==> config.mk <==
export PLATFORM = sky130hd
export DESIGN_NAME = mrfc_front
export DESIGN_NICKNAME = d
export VERILOG_FILES = /design/src/hw/rtl/mrfc_pkg.sv /design/src/hw/rtl/mrfc_front.sv
export SDC_FILE = /design/constraint.sdc
export NUM_CORES = 1
export LEC_CHECK = 0
export BUFFER_PORTS_ARGS = -buffer_cell sky130_fd_sc_hd__buf_2
export CORE_MARGIN = 2
export CORE_UTILIZATION = 25
export DETAILED_ROUTE_END_ITERATION = 16
export PLACE_DENSITY = 0.38
export SLEW_MARGIN = 20
export SYNTH_ARGS = -nofsm -noshare
export SYNTH_HDL_FRONTEND = slang
export SYNTH_SLANG_ARGS = --single-unit
==> constraint.sdc <==
create_clock -name i_clk -period 6.9 [get_ports i_clk]
set_input_delay 0.345 -clock i_clk [delete_from_list [all_inputs] [get_ports i_clk]]
set_output_delay 0.345 -clock i_clk [all_outputs]
set_load 0.02 [all_outputs]
==> src/hw/rtl/mrfc_pkg.sv <==
package mrfc_pkg;

    localparam logic [7:0]  FC_RAW      = 8'h41;
    localparam logic [15:0] CRC_INIT    = 16'hFFFF;
    localparam logic [15:0] CRC_POLY    = 16'hA001;
    localparam logic [15:0] COIL_ON     = 16'hFF00;
    localparam logic [7:0]  COUNT_LIMIT = 8'd251;
    localparam logic [8:0]  IDX_MAX     = 9'd511;
    localparam int          OUT_BYTES   = 3;

    typedef enum logic [1:0] {
        VERDICT_INVALID = 2'd0,
        VERDICT_VALID   = 2'd1,
        VERDICT_UNKNOWN = 2'd2
    } t_verdict;

    typedef struct packed {
        logic [8:0] expected_length;
        logic [7:0] function_code;
        t_verdict   verdict;
    } t_result;

    typedef struct packed {
        logic    valid;
        t_result result;
    } t_push;

endpackage

==> src/hw/rtl/mrfc_front.sv <==
module mrfc_front import mrfc_pkg::*; #(
    parameter int MAX_FRAME_BYTES = 256,
    parameter int CRC_SPAN_LIMIT  = 254
) (
    input  logic       i_clk,
    input  logic       i_rst_n,
    input  logic       i_cfg_valid,
    input  logic       i_cfg_data,
    input  logic       i_valid,
    output logic       o_ready,
    input  logic [7:0] i_byte,
    input  logic       i_last,
    input  logic       i_q_full,
    output t_push      o_push
);

    localparam logic [9:0] MaxBytes = 10'(MAX_FRAME_BYTES);
    localparam logic [9:0] CrcStop  = 10'(CRC_SPAN_LIMIT + 2);

    function automatic logic [15:0] crc_byte(input logic [15:0] crc, input logic [7:0] b);
        logic [15:0] c;
        c = crc ^ {8'h00, b};
        for (int k = 0; k < 8; k++) begin
            c = c[0] ? ((c >> 1) ^ CRC_POLY) : (c >> 1);
        end
        return c;
    endfunction

    function automatic logic [8:0] fixed_length(input logic mode, input logic [7:0] fc,
                                                input logic [7:0] cnt);
        logic [8:0] len;
        len = '0;
        if (!mode) begin
            if (fc <= 8'd6) len = 9'd8;
            else if (fc == 8'd15 || fc == 8'd16) len = 9'd9 + {1'b0, cnt};
        end else begin
            if (fc <= 8'd4) len = {1'b0, cnt} + 9'd5;
            else if (fc == 8'd5 || fc == 8'd6 || fc == 8'd15 || fc == 8'd16) len = 9'd8;
        end
        return len;
    endfunction

    logic        r_mode;
    logic [8:0]  r_idx,   n_idx;
    logic [15:0] r_crc,   n_crc;
    logic [7:0]  r_func,  n_func;
    logic [7:0]  r_count, n_count;
    logic [15:0] r_coil,  n_coil;
    logic [7:0]  r_held0, r_held1;
    logic        r_match, n_match;
    logic [8:0]  len;
    logic [9:0]  p_ext;
    logic [9:0]  n_len;
    logic        tail_ok;
    logic        accept;
    t_verdict    verdict;
    logic [8:0]  explen;
    logic        ok;

    assign o_ready = !i_q_full;
    assign accept  = i_valid && o_ready;
    assign p_ext   = {1'b0, r_idx};
    assign n_len   = p_ext + 10'd1;

    always_comb begin
        n_func  = (r_idx == 9'd1) ? i_byte : r_func;
        n_count = r_count;
        if ((r_idx == 9'd2 && r_mode) || (r_idx == 9'd6 && !r_mode)) n_count = i_byte;
        n_coil = r_coil;
        if (r_idx == 9'd4) n_coil[15:8] = i_byte;
        if (r_idx == 9'd5) n_coil[7:0]  = i_byte;
        n_crc = (r_idx >= 9'd2 && p_ext < CrcStop) ? crc_byte(r_crc, r_held0) : r_crc;
        tail_ok = (n_crc[7:0] == r_held1) && (n_crc[15:8] == i_byte);
        len = fixed_length(r_mode, n_func, n_count);
        n_match = (len != 9'd0 && r_idx == len - 9'd1) ? tail_ok : r_match;
        n_idx = (r_idx < IDX_MAX) ? r_idx + 9'd1 : IDX_MAX;
    end

    always_comb begin
        verdict = VERDICT_INVALID;
        ok      = 1'b0;
        explen  = len;
        if (n_func == FC_RAW) explen = n_len[9] ? IDX_MAX : n_len[8:0];
        if (n_len <= MaxBytes) begin
            if (!r_mode) begin
                if (n_func == FC_RAW) begin
                    ok = (n_len >= 10'd3) && tail_ok;
                    verdict = ok ? VERDICT_VALID : VERDICT_INVALID;
                end else if (len == 9'd0) begin
                    verdict = VERDICT_UNKNOWN;
                end else begin
                    ok = (n_len >= {1'b0, len}) && n_match;
                    verdict = ok ? VERDICT_VALID : VERDICT_INVALID;
                end
            end else begin
                if (n_func == FC_RAW) begin
                    verdict = VERDICT_VALID;
                end else if (len != 9'd0) begin
                    ok = (n_len >= {1'b0, len}) && n_match;
                    if (n_func <= 8'd4 && n_count >= COUNT_LIMIT) ok = 1'b0;
                    if (n_func == 8'd5 && n_coil != COIL_ON && n_coil != 16'h0000) ok = 1'b0;
                    verdict = ok ? VERDICT_VALID : VERDICT_INVALID;
                end
            end
        end
    end

    assign o_push.valid                  = accept && i_last;
    assign o_push.result.verdict         = verdict;
    assign o_push.result.function_code   = n_func;
    assign o_push.result.expected_length = explen;

    always_ff @(posedge i_clk) begin
        if (!i_rst_n) begin
            r_mode <= 1'b0;
        end else if (i_cfg_valid) begin
            r_mode <= i_cfg_data;
        end
    end

    always_ff @(posedge i_clk) begin
        if (!i_rst_n) begin
            r_idx   <= '0;
            r_crc   <= CRC_INIT;
            r_func  <= '0;
            r_count <= '0;
            r_coil  <= '0;
            r_held0 <= '0;
            r_held1 <= '0;
            r_match <= 1'b0;
        end else if (accept) begin
            if (i_last) begin
                r_idx   <= '0;
                r_crc   <= CRC_INIT;
                r_func  <= '0;
                r_count <= '0;
                r_coil  <= '0;
                r_held0 <= '0;
                r_held1 <= '0;
                r_match <= 1'b0;
            end else begin
                r_idx   <= n_idx;
                r_crc   <= n_crc;
                r_func  <= n_func;
                r_count <= n_count;
                r_coil  <= n_coil;
                r_held0 <= r_held1;
                r_held1 <= i_byte;
                r_match <= n_match;
            end
        end
    end

endmodule

Yosys cells after proc, flatten, opt, wreduce, memory -nomap -nowiden
Index checks and enable logic that the tools add are counted.

Register bits after elaboration: 75. Latch bits: 0. RAM bits: 0. Bits in read-only memories: 0. Input bits: 15. Output and inout bits: 21. Word-level logic and storage cells: 113. Memories: 0.

$add $sub $neg: 5. Multiply operators: 0. Div/mod/pow operators: 0. $lt $le $gt $ge: 9. Equal/unequal tests: 14. Shift-type cells: 0. Muxes and demuxes: 45. Bitwise gates (word level): 9. Reductions and logical operators: 22.

Operators by type and width (number): $mux 16 (11); $mux 9 (8); $mux 8 (8); $eq 9x3->1 const B (3); $not 2->3 (8); $lt 9x9->1 const B (2); $eq 8x3->1 const B (2); $eq 8x8->1 (2); $le 8x3->1 const B (2); $ne 16x16->1 const B (1); $reduce_bool 16->1 (1); $xor 16x8->16 (1); $mux 1 (13); $logic_and 1x1->1 (12); $add 9x1->10 const B (1); $ge 10x2->1 const B (1); $ge 10x9->1 (1); $le 10x9->1 const B (1); $add 4x8->9 const A (1); $add 8x3->9 const B (1); $add 9x1->9 const B (1); $eq 9x1->1 const B (1); $eq 9x2->1 const B (1); $eq 9x9->1 (1); 12 further kinds (20).

Longest topological paths before layout
Gate-level depths: netlist (run 1).

Word-level depth: 33. Gate-level depth with buffers: 24. Mapped depth without buffers: 22.

Worst setup path before layout (run 1)
No wires, ideal clock.

Kind: register to output. Start: register r_idx[0]. End: output o_push[0] (netlist name). Arrival time: 4.570 ns. Required time: 6.555 ns. Setup slack: 1.985 ns. Cell stages (with the launch flop): 25. Buffers on the path: 3. Path through: dfxtp_1 -> inv_1 -> ha_1 -> nand4_2 -> buf_2 -> buf_2 -> buf_2 -> nand2_1 -> nand2_1 -> ha_1 -> nor2b_1 -> o21ai_1 -> and2_1 -> mux2_2 -> inv_2 -> ha_1 -> a21o_1 -> a21o_1 -> a21o_1 -> a21o_1 -> a21o_1 -> a21o_1 -> a211o_1 -> a21oi_1 -> a211oi_2.

RTL lines: start, declared (line mrfc_front.sv:44) `logic [8:0] r_idx, n_idx;`; start signal, assigned (line mrfc_front.sv:142) `r_idx <= n_idx;`; end, declared (line mrfc_front.sv:14) `output t_push o_push`.

==> results of run 1 <==
-- through the flow --
step           setup WS (ns)  utilization  total power [mW]  std cells
3_5_place_dp            1.43        0.272             0.596       1022
2_1_floorplan           1.99            -             0.550        745
4_1_cts                 1.05        0.286              1.09       1038
3_3_place_gp            1.55        0.272             0.595       1022
6_report                1.02        0.286              1.07       1038
5_1_grt                0.694        0.286              1.12       1038
-- layout by cell type, fill, tap and decap left out, types with 13 or more instances in the layout --
master	netlist	routed
buf_2	15	35
a21boi_0	22	22
nor3_1	14	14
xnor2_1	32	32
a21oi_1	14	13
dfxtp_1	75	75
a22oi_1	35	35
nand3_1	27	27
xor2_1	31	31
ha_1	18	18
nand3b_1	14	14
o21ai_0	28	28
mux2i_1	19	19
inv_1	13	13
nor2b_1	49	48
nor2_1	29	29
nand2_1	116	116
-- state kept, by name, indices dropped and copies added (netlist names) --
signal	count
r_match	1
r_crc	16
r_held1	8
r_coil	16
r_func	8
r_count	8
r_idx	9
r_mode	1
r_held0	8
-- path summary, 6_finish.rpt --
kind | start | end | slack [ns] | cells past startpoint
min | i_cfg_data | r_mode | 0.31 | 3
max reg2reg | r_idx[1] | r_match | 2.01 | 16
min reg2reg | r_held0[1] | r_held0[1] | 0.48 | 2
max | r_idx[0] | o_push[0] | 1.02 | 23
-- cells by family (layout without fill, tap and decap cells) --
kind of cell	Yosys count	in the layout	synth area share
AND/OR/NAND/NOR	324	324	0.292
AO/OA/AOI/OAI	173	173	0.215
flip-flops	75	75	0.259
XOR/XNOR	67	67	0.111
buffers and inverters	66	74	0.0472
multiplexers	22	22	0.0386
adder cells (fa/ha/maj)	18	18	0.0388
-- per-layer routing --
layer / up-vias / part of all wire / global-route usage
met4: 0 / 0.014 / 0.0511
met1: 2655 / 0.49 / 0.229
li1: 2678 / - / -
met2: 114 / 0.46 / 0.273
met3: 19 / 0.036 / 0.0199
met5: - / 0 / 0
-- area by class of cell --
cell class	instances	area, um2	share of cell area
Timing Repair Buffer	43	235	0.0363
Multi-Input combinational cell	604	4040	0.622
Sequential cell	75	1500	0.231
Clock inverter	5	60.1	0.00926
Clock buffer	11	243	0.0374
Inverter	15	56.3	0.00868
Tap cell	285	357	0.0550
-- worst register-to-register path: stages, from the launching register on --
cell and delay (ns):
dfxtp_1 0.43, inv_1 0.17, ha_1 0.18, nor4b_2 0.33, and2_1 0.54, o22ai_2 0.33, or3_1 0.46, nand2_1 0.19
ha_1 0.35, nand2_1 0.12, a2111oi_1 0.49, a2111oi_2 0.11, or3_1 0.39, a311oi_2 0.31, o31ai_1 0.16, nor2_1 0.12
o211ai_1 0.10
-- power by group through the flow --
stage / clock network (mW) / registers (mW) / logic [mW]
final: 0.488 / 0.442 / 0.143
after global routing: 0.520 / 0.443 / 0.157
after CTS: 0.505 / 0.442 / 0.144
after detailed placement: 0 / 0.452 / 0.143
after global placement: 0 / 0.452 / 0.143
after floorplan: 0 / 0.450 / 0.101
==> metrics.md, run 1 <==
| Metric | Value |
|---|---|
| Drt total wl | `roughly 20 mm` |
| CTS tree | `done` |
| Worst-path clk slew | `roughly 0.06 ns` |
| Die Wd | `156 um` |
| Clock power frac | `0.455` |
| Io pins | `36` |
| Max incr delay on CP | `0.52 ns` |
| Slowest-stage cell, CP | `dfxtp_1` |
| FILL cells | `2469` |
| Clock sink count | `75` |
| Hold Fails Final Rpt | `0` |
| WP buf/inv | `5` |
| CP top delay family | `compound AO/OA/AOI/OAI gates` |
| Net Count, Synth | `778` |
| Initial antenna violation count | `0` |
| Crit Path Category | `reg2out` |
| CP most frequent cell | `a21o_1` |
| Layout cells sized above 1 | `0.104` |
| CTS max path bufs | `2` |
| H-tree levels | `3` |
| Yosys cell types | `71` |
| Nets | `781` |
| Worst Tran Pin Value | `a little under 1 ns` |
| Setup skew after layout | `around 0.011 ns` |
| Clock root cell | `clkbuf_16` |
| Setup Fix Bufs, Post-CTS | `0` |
| Seq pwr share | `0.412` |
| Port Buffers | `35` |
| Row count | `between 50 and 60` |
| First-pass GRT wire length | `around 31 mm` |
| CP max FO | `36` |
| Setup violators final | `0` |
| RSZ-0062 raised after global routing | `no` |
| Gr usage total | `0.167` |
| Synthesized area per cell | `7.79 um2` |
| Initial Util | `0.256` |
| DIE AREA | `approximately 24000 um2` |
| Combinational share of power | `0.134` |
| Dpl hpwl | `14.5 mm` |
| Leakage power | `2.51 nW` |
| Drt pass-1 iters | `5` |
| Sw Share | `0.274` |
| Power per cell area | `about 170 nW/um2` |
| CP endpoint kind | `output pin` |
| Count leader, synth | `nand2_1` |
| NetSw | `a little under 0.3 mW` |
| Design Area, Final | `6490 um2` |
| Startpoint type of the worst setup path | `flip-flop` |
| Final-report max-slew violation count | `0` |
| Total number of vias | `between 5k and 6k` |
| Synth top area share | `0.259` |
| Hold buffer count at cts | `0` |
| Total of max-cap violations | `0` |
| Arr. time, crit path | `5.53 ns` |
| Post-synth top area cell | `dfxtp_1` |
| Fin Hold WS | `0.307 ns` |
| Max Freq | `170 MHz` |
| Pint | `0.780 mW` |
| Inserted Clock Buffers | `9` |
| Avg Vias per Cell | `5.27` |
| Register area share after synthesis | `0.259` |
| GP Congestion | `0.841` |
| Predominant post-synthesis flop cell | `dfxtp_1` |
| Mapped Area | `~5800 um2` |
| Later-pin clock latency in the skew report | `0.35 ns` |
| Placed inst area | `6190 um2` |
| IR drop worst, VDD | `0.113 mV` |
| Tcrit/Tclk final | `0.852` |
| N_diodes | `0` |
| Routed len/inst | `19.3 um` |
| Die Ht | `around 160 um` |
| Iter 0 DRT Violations | `294` |
| Layout area overhead | `11.8%` |
| Synth Instances | `roughly 750` |
| Total gr overflow | `0` |
| DR DRC count | `0` |
| Post-synth EDFFs | `0` |
| Rel. slew slack | `0.340` |
| Asr flop ratio synth | `0` |
| Vias in the first global route | `5419` |
| Min Tclk post-route | `5.88 ns` |
| Setup TNS | `0 ns` |
| Worst Path Required | `between 6 and 7 ns` |
| Routed Antenna Nets | `0` |
| Area contributors post-synth | `dfxtp_1 (26%), nand2_1 (7.5%), nor2b_1 (5.3%)` |
| Hold Crit Class | `in2reg` |
| Outcome | `finished, final reports clean` |
| Synth warn | `0` |
| CORE AREA | `22700 um2` |
| Pin count of the biggest net entering global routing | `63` |
| Critical-path cell list | `inv_1 > ha_1 > nand4_2 > buf_4 > mux2i_1 > inv_1 > ha_1 > nor2b_1 > o21ai_1 > and2_1 > mux2_2 > inv_2 > ha_1 > a21o_1 > a21o_1 > a21o_1 > a21o_1 > a21o_1 > a21o_1 > a211o_1 > a21oi_1 > a211oi_2 > buf_2` |
| Flops & latches, synth | `between 70 and 80` |
| Post-synth top cells | `nand2_1 (116), dfxtp_1 (75), nor2b_1 (49)` |
| Post-cts sizing count | `0` |
No activity file was read; power rests on OpenSTA's default activity.
==> run 2, diff against run 1 <==
CORE_UTILIZATION = 45   (was 25)
CTS_BUF_LIST = sky130_fd_sc_hd__clkbuf_8 sky130_fd_sc_hd__clkbuf_16   (was not set)
PLACE_DENSITY = 0.6   (was 0.38)
==> run 2 against run 1 <==
  * Cell count decreased by 11%
  * Worst hold slack improved by 0.022 ns
  * Clock skew decreased by 0.0046 ns
  * Global-route usage increased by 8.9 points
  * Wire length decreased by 13%
  * Combinational power decreased by 3%
  * Count of clock-buffer cells in the layout decreased by 2
  * Maximum frequency increased by 1.1%
==> metrics.md, run 2 (synthesis results as in run 1) <==
| Metric | Value |
|---|---|
| Outcome | `finished, final reports clean` |
| Total gr overflow | `0` |
| Initial Util | `0.460` |
| Initial antenna violation count | `0` |
| Worst-path clk slew | `0.06 ns` |
| N_diodes | `0` |
| Port Buffers | `35` |
| Hold EP | `r_mode` |
| Setup violators final | `0` |
| CORE AREA | `12600 um2` |
| Hold buffer count at cts | `0` |
| Arr. time, crit path | `5.47 ns` |
| Hold Crit Class | `in2reg` |
| Drt pass-1 iters | `6` |
| Die Ht | `118 um` |
| GR Util met3 | `0.0509` |
| DR DRC count | `0` |
| Later-pin clock latency in the skew report | `0.34 ns` |
| Leakage power | `around 2.5 nW` |
| Total number of vias | `5464` |
| Biggest regs | `r_coil: 16 flops, r_crc: 16 flops, r_idx: 9 flops` |
| Clock sink count | `75` |
| Layout area overhead | `9.14%` |
| Drt total wl | `17.5 mm` |
| Placed inst area | `approximately 6000 um2` |
| Fin Hold WS | `0.329 ns` |
| Gr usage total | `0.255` |
| CP endpoint kind | `output pin` |
| Startpoint type of the worst setup path | `flip-flop` |
| Die Wd | `between 100 and 150 um` |
| Pwr Total | `1.06 mW` |
| CTS tree | `done` |
| Met2 Resource Use GR | `0.405` |
| DIE AREA | `13800 um2` |
| Dpl hpwl | `12.6 mm` |
| Hold path depth | `3` |
| Layout cells sized above 1 | `0.104` |
| Design Area, Final | `6340 um2` |
| Total of max-cap violations | `0` |
| Hold Fails Final Rpt | `0` |
| HP Start | `i_cfg_data` |
| FILL cells | `1286` |
| Worst R2R Setup Slack | `2.17 ns` |
| Min Tclk post-route | `5.81 ns` |
| First-pass GRT wire length | `between 20 and 30 mm` |
| Setup skew after layout | `0.00645 ns` |
| R2R Path Start | `r_idx[0]` |
| CTS max path bufs | `2` |
| Routed Antenna Nets | `0` |
| H-tree levels | `3` |
| IR drop worst, VDD | `approximately 0.14 mV` |
| Area of the multi-input gates | `4040 um2` |
| Vias in the first global route | `5267` |
| Most frequent cells in the layout | `nand2_1 (116), dfxtp_1 (75), nor2b_1 (48)` |
| Most common cell after layout, fill and taps aside | `nand2_1` |
| Avg Vias per Cell | `5.91` |
| Setup TNS | `0 ns` |
| Io pins | `36` |
| Final-report max-slew violation count | `0` |
| Pin count of the biggest net entering global routing | `63` |
| Crit Path Category | `reg2out` |
| Grt met1 use | `0.355` |
| Worst Path Required | `~6.6 ns` |
| Gr busiest metal | `met2` |
| Power per cell area | `roughly 170 nW/um2` |
| Seq. cell area | `1500 um2` |
| Setup Fix Bufs, Post-CTS | `0` |
| GP Congestion | `0.884` |
| Rel. slew slack | `0.331` |
| Routed len/inst | `18.9 um` |
| Iter 0 DRT Violations | `between 400 and 500` |
| CP max FO | `36` |
| Clock root cell | `clkbuf_16` |
| Inserted Clock Buffers | `9` |
| RSZ-0062 raised after global routing | `no` |
| FF-to-FF End | `r_match` |
| Post-cts sizing count | `0` |
| Row count | `41` |
| Max Freq | `172 MHz` |
| Worst-case reg-to-reg path depth | `17` |
| Nets | `780` |
| Tcrit/Tclk final | `0.842` |
| Worst Tran Pin Value | `0.994 ns` |
## run 2: how the worst max path moves through the flow
stage	start	endpoint	cells after the start
floorplan	r_idx[0]	o_push[0]	24
global placement	r_idx[0]	o_push[0]	23
detailed placement	r_idx[0]	o_push[0]	23
CTS	r_idx[0]	o_push[0]	23
global route	r_idx[0]	o_push[0]	23
finish	r_idx[0]	o_push[0]	23
## run 2: area by class of cell
type                       count  share of cell area
clock inverter                 7              0.0117
timing repair buffer          42              0.0359
inverter                      15             0.00889
tap                          172              0.0340
multi-input combinational    604               0.637
clock buffer                   9              0.0355
sequential                    75               0.237
## run 2: routing by layer
layer / share of wire / up-vias
li1: - / 2675
met1: 0.48 / 2644
met2: 0.45 / 129
met3: 0.056 / 16
met4: 0.013 / 0
met5: 0 / -
## run 2: where the power goes
part	switching (mW)	internal (mW)	total [mW]	leakage (nW)
clock network	0.197	0.282	0.478	0.146
registers	0.00577	0.437	0.442	0.606
logic	0.0870	0.0510	0.138	1.76
total	0.289	0.770	1.06	2.51
## run 2: worst max-delay path, cell delays in order, from the launching register on
cell,delay (ns)
dfxtp_1,0.54
inv_1,0.16
ha_1,0.27
nand4_2,0.07
buf_4,0.34
mux2i_1,0.34
inv_1,0.10
ha_1,0.28
nor2b_1,0.16
o21ai_1,0.19
and2_1,0.24
mux2_2,0.41
inv_2,0.10
ha_1,0.23
a21o_1,0.16
a21o_1,0.17
a21o_1,0.17
a21o_1,0.17
a21o_1,0.17
a21o_1,0.17
a211o_1,0.29
a21oi_1,0.18
a211oi_2,0.06
buf_2,0.17
## run 2: metrics by stage
stage	utilization	std cells	worst slack (ns)
global placement	0.478	908	1.65
global route	0.502	924	0.651
floorplan	-	745	1.99
detailed placement	0.478	908	1.50
finish	0.502	924	1.09
CTS	0.502	924	1.12
==> run 3, diff against run 2 <==
PLACE_DENSITY = 0.62   (was 0.6)
clock period = 5.3 ns   (was 6.9 ns; I/O delays follow)
==> run 3 against run 2 <==
  * Sequential cell count did not move
  * Global-route usage is 0.28 points higher
  * Worst hold slack worse by 0.14 ns
  * Count of clock-buffer cells in the layout unchanged
  * Via count rose by 2.2%
  * Core utilization grew 1.5 points
  * Wire length rose by 2.3%
  * Non-clock buffer count rose by 12
  * Clock skew fell by 0.00080 ns
  * First-iteration DRC count is 1.2% lower
  * Clock power grew 38%
  * Cell area rose by 2.9%
  * Critical path type unchanged
  * Critical endpoint unchanged
==> metrics.md, run 3 (synthesis results as in run 1) <==
| Metric | Value |
|---|---|
| Startpoint type of the worst setup path | `flip-flop` |
| Outcome | `finished, final reports clean` |
| Initial Util | `0.460` |
| Tcrit/Tclk final | `0.957` |
| Routed len/inst | `19.1 um` |
| Dpl ws | `0.210 ns` |
| Avg Vias per Cell | `approximately 6.0` |
| Worst Tran Pin Value | `1.04 ns` |
| Final-report max-slew violation count | `0` |
| CP top delay family | `compound AO/OA/AOI/OAI gates` |
| Dpl hpwl | `13.0 mm` |
| Die Wd | `118 um` |
| Nets | `792` |
| Biggest regs | `r_coil: 16 flops, r_crc: 16 flops, r_idx: 9 flops` |
| Min Tclk post-route | `5.07 ns` |
| DR DRC count | `0` |
| DIE AREA | `13800 um2` |
| CTS max path bufs | `2` |
| N_diodes | `0` |
| Layout area overhead | `12.3%` |
| GP Congestion | `0.922` |
| Crit Path Category | `reg2out` |
| Pwr Total | `1.42 mW` |
| CP most frequent cell | `a21o_1` |
| Rel. slew slack | `0.300` |
| Pin count of the biggest net entering global routing | `between 60 and 70` |
| Hold Fails Final Rpt | `0` |
| Area of the multi-input gates | `4110 um2` |
| Max Freq | `197 MHz` |
| Seq. cell area | `1510 um2` |
| Worst-path clk slew | `0.06 ns` |
| Total gr overflow | `0` |
| Die Ht | `118 um` |
| Leakage power | `2.60 nW` |
| FILL cells | `approximately 1.3k` |
| Inserted Clock Buffers | `9` |
| Io pins | `36` |
| Layout cells sized above 1 | `0.131` |
| Slowest-stage cell, CP | `mux2_2` |
| Fin worst setup slack | `0.230 ns` |
| Iter 0 DRT Violations | `492` |
| Gr usage total | `0.258` |
| Power per cell area | `218 nW/um2` |
| Setup TNS | `0 ns` |
| WP buf/inv | `4` |
| Port Buffers | `35` |
| Arr. time, crit path | `4.80 ns` |
| Setup skew after layout | `0.00565 ns` |
| Clock root cell | `clkbuf_16` |
| Hold buffer count at cts | `0` |
| IR drop worst, VDD | `0.174 mV` |
| Setup violators final | `0` |
| Drt pass-1 iters | `5` |
| CTS tree | `done` |
| Total number of vias | `5586` |
| H-tree levels | `3` |
| Initial antenna violation count | `0` |
| Routed Antenna Nets | `0` |
| Max incr delay on CP | `0.40 ns` |
| CORE AREA | `12600 um2` |
| CP endpoint kind | `output pin` |
| Clock sink count | `75` |
| Row count | `41` |
| Most frequent cells in the layout | `nand2_1 (115), dfxtp_1 (74), nor2b_1 (48)` |
| First-pass GRT wire length | `around 29 mm` |
| Critical-path cell list | `inv_1 > ha_1 > nand4_2 > mux2i_2 > inv_1 > ha_1 > nor2b_1 > o21ai_1 > and2_4 > mux2_2 > inv_2 > ha_1 > a21o_1 > a21o_1 > a21o_1 > a21o_1 > a21o_1 > a21o_1 > a211o_1 > a21oi_1 > a211oi_2 > buf_2` |
| Hold Crit Class | `in2reg` |
| Vias in the first global route | `5449` |
| Fin Hold WS | `0.191 ns` |
| Worst Path Required | `just over 5 ns` |
| Drt total wl | `17.9 mm` |
| CP max FO | `8` |
| Later-pin clock latency in the skew report | `0.34 ns` |
| Most common cell after layout, fill and taps aside | `nand2_1` |
| Total of max-cap violations | `0` |
## run 3: cell types whose count changed in the layout (fill, tap and decap cells not counted), sizes merged
cell,change
bufinv,+1
clkinvlp,-1
buf,+12
## run 3: path summary, 6_finish.rpt
path                            cells after the start    endpoint  slack (ns)        from
worst min register to register                      2  r_held0[3]        0.48  r_held0[3]
worst max register to register                     16     r_match        1.15    r_idx[1]
worst min-delay path                                3      r_mode        0.19  i_cfg_data
worst max-delay path                               22   o_push[0]        0.23    r_idx[0]
## run 3: tightest hold or removal path: cells and delay by family
kind / cells / cell delay (ns)
buf+inv: 1 / 0.07
mux: 1 / 0.06
simple gates: 1 / 0.10
## run 3: per-layer routing
layer,vias up,GRT usage,wire length [um]
met4,0,0.0941,476
met2,195,0.408,8060
met3,37,0.0484,1020
met1,2652,0.351,8320
li1,2702,-,-
met5,-,0,0
## run 3: cell type report
| cell class | instances | area share |
|---|---|---|
| Multi-Input combinational cell | 604 | 0.630 |
| Sequential cell | 75 | 0.231 |
| Timing Repair Buffer | 54 | 0.0487 |
| Clock buffer | 9 | 0.0345 |
| Tap cell | 172 | 0.0330 |
| Clock inverter | 7 | 0.0140 |
| Inverter | 15 | 0.00864 |
## run 3: repair_timing
| action | 4_1_cts | 5_1_grt |
|---|---|---|
| gates cloned | 0 | 0 |
| pin swaps | 0 | 1 |
| resized for setup | 2 | 12 |
| setup buffers | 0 | 1 |
| setup endpoints to repair | 1 | 1 |
## run 3: stage by stage
step                      std cells  cell area, um2   util
after global placement          919            6120  0.485
after floorplan                 745            5810      -
after CTS                       935            6440  0.511
final                           936            6520  0.517
after detailed placement        919            6120  0.485
after global routing            936            6520  0.517
## run 3: where the power goes
| group | internal [mW] | switching [mW] |
|---|---|---|
| registers | 0.568 | 0.00522 |
| logic | 0.0708 | 0.120 |
| clock network | 0.411 | 0.246 |
